===== config.mk =====
export PLATFORM = sky130hd
export DESIGN_NAME = adsr_envelope_generator
export DESIGN_NICKNAME = d
export VERILOG_FILES = /design/src/rtl/adsr_pkg.sv /design/src/rtl/adsr_envelope_generator.sv
export SDC_FILE = /design/constraint.sdc
export NUM_CORES = 2
export LEC_CHECK = 0
export BUFFER_PORTS_ARGS = -buffer_cell sky130_fd_sc_hd__buf_2
export CORE_ASPECT_RATIO = 1.4
export CORE_MARGIN = 5
export CORE_UTILIZATION = 45
export CTS_CLUSTER_DIAMETER = 100
export DETAILED_ROUTE_END_ITERATION = 16
export GPL_TIMING_DRIVEN = 0
export HOLD_SLACK_MARGIN = 0.03
export MAX_ROUTING_LAYER = met4
export PLACE_DENSITY = 0.68
export SLEW_MARGIN = 20
export SYNTH_ARGS = -nofsm -noshare
export SYNTH_HDL_FRONTEND = slang
export SYNTH_SLANG_ARGS = --single-unit

===== constraint.sdc =====
create_clock -name clk -period 11.2 [get_ports clk]
set_input_delay 1.12 -clock clk [delete_from_list [all_inputs] [get_ports clk]]
set_output_delay 1.12 -clock clk [all_outputs]
set_load 0.03 [all_outputs]

===== src/rtl/adsr_pkg.sv =====
`timescale 1ns / 1ps
// Package: shared types, widths and constants of the ADSR envelope generator.
package adsr_pkg;

    // Time and level formats
    localparam int TIME_BITS       = 32;
    localparam int LEVEL_FRAC_BITS = 15;
    localparam int TIME_W          = TIME_BITS;
    localparam int DUR_W           = 20;
    localparam int LEVEL_W         = 16;
    localparam int CFG_DATA_W      = 20;
    localparam int CFG_IDX_W       = 3;

    // Quotient keeps one bit above any level so a large release step saturates cleanly
    localparam int QUO_W      = LEVEL_W + 1;
    localparam int PROD_W     = TIME_W + LEVEL_W;
    localparam int CNT_W      = $clog2(QUO_W);
    localparam int CMP_W      = (TIME_W > DUR_W + 1) ? TIME_W : DUR_W + 1;
    localparam int AMP_CALC_W = (LEVEL_FRAC_BITS + 2 > QUO_W + 1) ? LEVEL_FRAC_BITS + 2
                                                                  : QUO_W + 1;
    localparam int AMP_MAX     = 1 << LEVEL_FRAC_BITS;
    localparam int FLOOR_LEVEL = AMP_MAX / 10000;

    // Register reset values
    localparam logic [DUR_W-1:0]   ATTACK_RST  = DUR_W'(4410);
    localparam logic [DUR_W-1:0]   DECAY_RST   = DUR_W'(441);
    localparam logic [DUR_W-1:0]   RELEASE_RST = DUR_W'(8820);
    localparam logic [LEVEL_W-1:0] START_RST   = LEVEL_W'(32768);
    localparam logic [LEVEL_W-1:0] SUSTAIN_RST = LEVEL_W'(26214);

    typedef enum logic [CFG_IDX_W-1:0] {
        CFG_ATTACK  = 3'd0,
        CFG_DECAY   = 3'd1,
        CFG_RELEASE = 3'd2,
        CFG_START   = 3'd3,
        CFG_SUSTAIN = 3'd4
    } cfg_idx_t;

    typedef enum logic [1:0] {
        ACT_QUERY    = 2'd0,
        ACT_NOTE_ON  = 2'd1,
        ACT_NOTE_OFF = 2'd2,
        ACT_RESERVED = 2'd3
    } action_t;

    typedef enum logic [1:0] {
        STG_RELEASE = 2'd0,
        STG_ATTACK  = 2'd1,
        STG_DECAY   = 2'd2,
        STG_SUSTAIN = 2'd3
    } stage_t;

    typedef enum logic [2:0] {
        ST_IDLE,
        ST_ELAP,
        ST_SEL,
        ST_MUL,
        ST_CHK,
        ST_DIV,
        ST_FIN
    } seq_state_t;

    typedef struct packed {
        action_t           action;
        logic [TIME_W-1:0] time_req;
    } in_t;

    typedef struct packed {
        logic [LEVEL_W-1:0] amplitude;
        stage_t             stage;
    } out_t;

endpackage


===== src/rtl/adsr_envelope_generator.sv =====
`timescale 1ns / 1ps
// Top level: linear ADSR envelope generator with a sequenced multiply and divide.
//
// Each input transfer carries an action (query, note on, note off) and a time in
// samples; the block updates its held flag and trigger times, then returns one
// transfer with the envelope amplitude (unsigned Q1.15) and the stage at that time.
// Ramp points are elapsed * span / duration: one 32x16 multiply, a saturation
// check, then a 17-step restoring divider that yields one quotient bit a cycle.
// That divider sets the rate: an item needing a ramp point runs the multiply,
// the check and every divider step, a saturated release point skips the divider,
// and a sustain point or an attack query before its trigger skips both. The input
// stalls until the item is done. The result sits in an output register, so
// the next item is taken while a result still waits on out_stall; the sequencer
// holds in its final step only if the previous result is still not taken.
// Configuration is a plain write port and must be used only while the block is
// idle. A duration of zero acts as one. Amplitudes at or below 3 come out as 0,
// and anything above 1.0 is clipped to 1.0.
module adsr_envelope_generator (
    input  logic                                 clk,
    input  logic                                 rst_n,
    input  logic                                 cfg_we,
    input  logic [adsr_pkg::CFG_IDX_W-1:0]       cfg_index,
    input  logic [adsr_pkg::CFG_DATA_W-1:0]      cfg_data,
    input  logic                                 in_valid,
    output logic                                 in_stall,
    input  adsr_pkg::in_t                        in_data,
    output logic                                 out_valid,
    input  logic                                 out_stall,
    output adsr_pkg::out_t                       out_data
);
    import adsr_pkg::*;

    // Configuration registers
    logic [DUR_W-1:0]   attack_reg;
    logic [DUR_W-1:0]   decay_reg;
    logic [DUR_W-1:0]   release_reg;
    logic [LEVEL_W-1:0] start_reg;
    logic [LEVEL_W-1:0] sustain_reg;

    // Note state
    logic              held_reg,  held_next;
    logic [TIME_W-1:0] on_reg,    on_next;
    logic [TIME_W-1:0] off_reg,   off_next;

    // Sequencer
    seq_state_t state_reg, state_next;
    logic [CNT_W-1:0] cnt_reg, cnt_next;

    // Datapath
    logic [TIME_W-1:0]  mag_reg,   mag_next;   // raw difference, then magnitude
    logic               neg_reg,   neg_next;
    logic               up_reg,    up_next;    // decay rises towards sustain
    stage_t             stage_reg, stage_next;
    logic [TIME_W-1:0]  x_reg,     x_next;
    logic [LEVEL_W-1:0] lev_reg,   lev_next;
    logic [DUR_W-1:0]   div_reg,   div_next;
    logic [PROD_W-1:0]  rem_reg,   rem_next;
    logic [PROD_W-1:0]  dsh_reg,   dsh_next;
    logic [QUO_W-1:0]   q_reg,     q_next;

    // Output register
    logic out_valid_reg, out_valid_next;
    out_t out_data_reg,  out_data_next;

    logic               in_acc;
    logic               load_out;
    logic [DUR_W-1:0]   att, dec, rel;
    logic [CMP_W-1:0]   mag_w, att_w, att_dec_w;
    logic               ge;
    logic               sat;
    logic [AMP_CALC_W-1:0] amp_raw, amp_fin;
    logic [AMP_CALC_W-1:0] q_ext, start_ext, sus_ext;

    assign in_stall  = (state_reg != ST_IDLE);
    assign in_acc    = in_valid && (state_reg == ST_IDLE);
    assign out_valid = out_valid_reg;
    assign out_data  = out_data_reg;
    assign load_out  = (state_reg == ST_FIN) && !(out_valid_reg && out_stall);

    // Zero duration reads as one
    assign att = (attack_reg  == '0) ? DUR_W'(1) : attack_reg;
    assign dec = (decay_reg   == '0) ? DUR_W'(1) : decay_reg;
    assign rel = (release_reg == '0) ? DUR_W'(1) : release_reg;

    assign mag_w     = CMP_W'(mag_reg);
    assign att_w     = CMP_W'(att);
    assign att_dec_w = CMP_W'(att) + CMP_W'(dec);

    // Shared compare-subtract of the divider
    assign ge  = (rem_reg >= dsh_reg);
    assign sat = (rem_reg >= PROD_W'({div_reg, {QUO_W{1'b0}}}));

    // Next state
    always_comb
    begin
        state_next = state_reg;
        unique case (state_reg)
            ST_IDLE: if (in_acc) state_next = ST_ELAP;
            ST_ELAP: state_next = ST_SEL;
            ST_SEL:
            begin
                if (held_reg && (neg_reg || mag_w <= att_w))
                    state_next = neg_reg ? ST_FIN : ST_MUL;
                else if (held_reg && mag_w > att_dec_w)
                    state_next = ST_FIN;
                else
                    state_next = ST_MUL;
            end
            ST_MUL:  state_next = ST_CHK;
            ST_CHK:  state_next = sat ? ST_FIN : ST_DIV;
            ST_DIV:  if (cnt_reg == '0) state_next = ST_FIN;
            ST_FIN:  if (load_out) state_next = ST_IDLE;
            default: state_next = ST_IDLE;
        endcase
    end

    // Datapath and note state
    always_comb
    begin
        held_next  = held_reg;
        on_next    = on_reg;
        off_next   = off_reg;
        cnt_next   = cnt_reg;
        mag_next   = mag_reg;
        neg_next   = neg_reg;
        up_next    = up_reg;
        stage_next = stage_reg;
        x_next     = x_reg;
        lev_next   = lev_reg;
        div_next   = div_reg;
        rem_next   = rem_reg;
        dsh_next   = dsh_reg;
        q_next     = q_reg;
        unique case (state_reg)
            ST_IDLE:
            begin
                if (in_acc)
                begin
                    unique case (in_data.action)
                        ACT_NOTE_ON:
                        begin
                            held_next = 1'b1;
                            on_next   = in_data.time_req;
                            mag_next  = '0;
                        end
                        ACT_NOTE_OFF:
                        begin
                            held_next = 1'b0;
                            off_next  = in_data.time_req;
                            mag_next  = '0;
                        end
                        ACT_QUERY, ACT_RESERVED:
                            mag_next = in_data.time_req - (held_reg ? on_reg : off_reg);
                    endcase
                end
            end
            ST_ELAP:
            begin
                neg_next = mag_reg[TIME_W-1];
                mag_next = mag_reg[TIME_W-1] ? (~mag_reg + TIME_W'(1)) : mag_reg;
            end
            ST_SEL:
            begin
                up_next = (sustain_reg >= start_reg);
                if (held_reg && (neg_reg || mag_w <= att_w))
                begin
                    stage_next = STG_ATTACK;
                    x_next     = mag_reg;
                    lev_next   = start_reg;
                    div_next   = att;
                end
                else if (held_reg && mag_w <= att_dec_w)
                begin
                    stage_next = STG_DECAY;
                    x_next     = TIME_W'(mag_w - att_w);
                    lev_next   = (sustain_reg >= start_reg) ? sustain_reg - start_reg
                                                            : start_reg - sustain_reg;
                    div_next   = dec;
                end
                else if (held_reg)
                begin
                    stage_next = STG_SUSTAIN;
                end
                else
                begin
                    stage_next = STG_RELEASE;
                    x_next     = mag_reg;
                    lev_next   = sustain_reg;
                    div_next   = rel;
                end
            end
            ST_MUL:
            begin
                rem_next = PROD_W'(x_reg) * PROD_W'(lev_reg);
            end
            ST_CHK:
            begin
                dsh_next = PROD_W'({div_reg, {(QUO_W-1){1'b0}}});
                cnt_next = CNT_W'(QUO_W - 1);
                if (sat)
                    q_next = '1;
            end
            ST_DIV:
            begin
                if (ge)
                    rem_next = rem_reg - dsh_reg;
                dsh_next = dsh_reg >> 1;
                q_next   = {q_reg[QUO_W-2:0], ge};
                cnt_next = cnt_reg - CNT_W'(1);
            end
            ST_FIN: ;
            default: ;
        endcase
    end

    // Result assembly, clamp and output register
    assign q_ext     = AMP_CALC_W'(q_reg);
    assign start_ext = AMP_CALC_W'(start_reg);
    assign sus_ext   = AMP_CALC_W'(sustain_reg);

    always_comb
    begin
        unique case (stage_reg)
            STG_ATTACK:  amp_raw = neg_reg ? '0 : q_ext;
            STG_DECAY:   amp_raw = up_reg ? start_ext + q_ext : start_ext - q_ext;
            STG_SUSTAIN: amp_raw = sus_ext;
            STG_RELEASE:
            begin
                if (neg_reg)
                    amp_raw = sus_ext + q_ext;
                else if (q_ext < sus_ext)
                    amp_raw = sus_ext - q_ext;
                else
                    amp_raw = '0;
            end
        endcase

        priority if (amp_raw <= AMP_CALC_W'(FLOOR_LEVEL))
            amp_fin = '0;
        else if (amp_raw > AMP_CALC_W'(AMP_MAX))
            amp_fin = AMP_CALC_W'(AMP_MAX);
        else
            amp_fin = amp_raw;

        out_data_next = out_data_reg;
        if (load_out)
        begin
            out_data_next.amplitude = amp_fin[LEVEL_W-1:0];
            out_data_next.stage     = stage_reg;
        end

        if (load_out)
            out_valid_next = 1'b1;
        else if (out_valid_reg && !out_stall)
            out_valid_next = 1'b0;
        else
            out_valid_next = out_valid_reg;
    end

    // Control, note state and configuration registers
    always_ff @(posedge clk or negedge rst_n)
    begin
        if (!rst_n)
        begin
            state_reg     <= ST_IDLE;
            out_valid_reg <= 1'b0;
            held_reg      <= 1'b0;
            on_reg        <= '0;
            off_reg       <= '0;
            attack_reg    <= ATTACK_RST;
            decay_reg     <= DECAY_RST;
            release_reg   <= RELEASE_RST;
            start_reg     <= START_RST;
            sustain_reg   <= SUSTAIN_RST;
        end
        else
        begin
            state_reg     <= state_next;
            out_valid_reg <= out_valid_next;
            held_reg      <= held_next;
            on_reg        <= on_next;
            off_reg       <= off_next;
            if (cfg_we)
            begin
                unique case (cfg_index)
                    CFG_ATTACK:  attack_reg  <= cfg_data[DUR_W-1:0];
                    CFG_DECAY:   decay_reg   <= cfg_data[DUR_W-1:0];
                    CFG_RELEASE: release_reg <= cfg_data[DUR_W-1:0];
                    CFG_START:   start_reg   <= cfg_data[LEVEL_W-1:0];
                    CFG_SUSTAIN: sustain_reg <= cfg_data[LEVEL_W-1:0];
                    default: ;
                endcase
            end
        end
    end

    // Datapath payload
    always_ff @(posedge clk)
    begin
        cnt_reg      <= cnt_next;
        mag_reg      <= mag_next;
        neg_reg      <= neg_next;
        up_reg       <= up_next;
        stage_reg    <= stage_next;
        x_reg        <= x_next;
        lev_reg      <= lev_next;
        div_reg      <= div_next;
        rem_reg      <= rem_next;
        dsh_reg      <= dsh_next;
        q_reg        <= q_next;
        out_data_reg <= out_data_next;
    end

endmodule


==> flow_summary.json <==
{
  "drive_above_1_share": 0.0742,
  "stdcell_count": 6246,
  "grt_pass1_vias": 36400,
  "finalCriticalPeriod_ns": 8.21,
  "cts_buffers": 44,
  "crit_fanout": 10,
  "drv_slew": 0,
  "cap_violations": 0,
  "synth.net_count": 5614,
  "path_depth": 25,
  "syn_to_final_growth_pct": 8.52,
  "finalSetupViolCount": 0,
  "crit_top_cell": "a21o_1",
  "antenna_left": 0,
  "synth-seq-area-share": 0.250,
  "ys_warn_count": 0,
  "tightest_slew_ns": 1.13,
  "grtUsageTotal": 0.268,
  "cts.path.max_buffers": 3,
  "synth_edf_count": 228,
  "die_w_um": 273,
  "drt-total-wl_mm": 136,
  "num_rows": 135,
  "netlist.area_leader.share": 0.196,
  "grt_pass1_wl_mm": 209,
  "nets": 5749,
  "skew_ns": 0.0463,
  "clk_pin_slew_worst_paths_ns": 0.06,
  "synthAdderAreaFrac": 0.296,
  "netlist_area_mm2": 0.0437,
  "arrival_ns": 8.49,
  "r2r_cells": 25,
  "synth_area_leaders": "fa_1, edfxtp_1, ha_1",
  "gp_congestion": 0.986,
  "synth_simple_gate_area_frac": 0.152,
  "io_pins": 82,
  "critPathKind": "reg -> reg",
  "hold_path_class": "in -> async",
  "postCtsSetupBuffers": 0,
  "relSlewSlack": 0.245,
  "hold_viol_final": 0,
  "first_pass_iters": 6,
  "postCtsHoldBufs": 0,
  "overflow": 0,
  "cts.sinks": 389,
  "die-area_mm2": 0.103,
  "clk-insertion-delay-late_ns": 0.62,
  "dpl.cell_count": 6163,
  "core_area_mm2": 0.0966,
  "die_y_um": 379,
  "status": "finished clean",
  "root_buffer": "clkbuf_16",
  "synth_cell_types": 92,
  "clock.fmax_mhz": 122,
  "antenna_found_initial": 2,
  "finalSetupTns_ns": 0,
  "fin_util": 0.491,
  "crit_buf_inv": 2,
  "critPathMaxStageDelay_ns": 0.62,
  "synth_largest_area_cell": "fa_1",
  "cp-end-kind": "flop",
  "start_kind": "flop",
  "ys_async_sr_fraction": 0.414,
  "rrSetupSlack_ns": 2.99,
  "min_period_over_period": 0.733,
  "yosysMostFrequentCell": "inv_1",
  "synth_compound_area_frac": 0.131,
  "synth_xor_area_frac": 0.0417,
  "largest_reg_flops": 48,
  "synth.avg_cell_area_um2": 9.15,
  "netlist_instances": 4773,
  "synth_top_family_by_area": "adder cells",
  "critPathTopFamily": "compound AO/OA/AOI/OAI gates",
  "vias": 35700,
  "htreeDepth": 2,
  "cp_slowest_cell": "a21oi_1",
  "muxShareOfSynthArea": 0.0528,
  "route.detailed.drc": 0,
  "port_buffers": 81,
  "grt_max_degree": 95,
  "required_ns": 11.48,
  "netlist_top_cells_count": "inv_1, nand2_1, fa_1",
  "ys_seq_elements": 389,
  "cts_tree": "done",
  "drt_iter0_markers": 2568,
  "rsz0062_at_grt": "false",
  "cts_resized": 0,
  "place_hpwl_mm": 110,
  "ys_dominant_reg_cell": "edfxtp_1",
  "wl_per_cell_um": 21.7,
  "initial_core_util": 0.452,
  "via_per_inst": 5.71
}
## placed cells by master, fill, tap and decap left out, types with 10 or more instances in the layout
master     netlist  routed
a211oi_1        29      29
and2_1         179     179
and3_1          32      32
mux2i_1         91      91
xor2_1          82      82
nand4_1         29      29
o21ai_0        204     204
dfrtp_1        134     134
a21o_1         115     115
a21boi_0        15      14
a31o_2          11      11
nand2b_1        34      34
ha_1           352     352
nand2_1        623     622
clkbuf_1       215     220
inv_1          645     645
o22ai_1         30      30
a21oi_1        244     244
or2_2           16      16
a31oi_1         38      38
nor3_1          79      79
dfstp_2         27      27
fa_1           427     427
nand3_1         59      59
or3_1           19      19
nor2_1         215     215
o21a_1          31      31
a41oi_1         11      10
buf_2            5      85
edfxtp_1       228     228
nor2b_1         44      44
nor4_1          36      36
o21bai_1        19      19
clkbuf_16        0      46
xnor2_1        126     126
mux2_2         124     124
o31ai_1         17      17
o211ai_1        17      17
## area by class of cell
type                       count  area (µm²)
fill                        9210       49200
multi-input combinational   3505       29500
sequential                   389       10900
inverter                     649        2440
tap                         1301        1630
clock buffer                  58        1260
buffer                       230         888
timing repair buffer          89         559
clock inverter                24         235
antenna                        1        2.50
## worst paths after layout
kind / end / startpoint
hold reg to reg: off_reg[0] / off_reg[0]
hold / removal: start_reg[4] / rst_n
setup / recovery: lev_reg[10] / decay_reg[14]
setup reg to reg: lev_reg[10] / decay_reg[14]
min in group clk: off_reg[0] / off_reg[0]
max in group asynchronous: on_reg[28] / rst_n
## through the flow
| stage | area (µm²) | hold slack [ns] | setup slack, ns |
|---|---|---|---|
| 3_3_place_gp | 45700 | 0.463 | -1.70 |
| 2_1_floorplan | 43700 | 0.444 | 0.877 |
| 5_1_grt | 47400 | 0.510 | 2.51 |
| 6_report | 47400 | 0.491 | 2.99 |
| 4_1_cts | 47400 | 0.469 | 3.10 |
| 3_5_place_dp | 45900 | 0.481 | 3.13 |
## cell families after synthesis
group,Yosys count
AOI/OAI and AO/OA,894
xor gates and xnor gates,208
adders and majority gates,779
buffers and inverters,879
DFF,389
muxes,215
and+or+nand+nor,1409
## layer usage
| layer | global-route usage | wire, µm | vias up | share of wire |
|---|---|---|---|---|
| met4 | 0.128 | 8340 | 0 | 0.061 |
| li1 | - | - | 16300 | - |
| met5 | - | 0 | - | 0 |
| met1 | 0.311 | 52200 | 17800 | 0.38 |
| met2 | 0.466 | 68300 | 1224 | 0.50 |
| met3 | 0.0280 | 6910 | 343 | 0.051 |
Power is not shown: default switching activity piles up to over one toggle a cycle in this logic, so the estimate is an artifact.
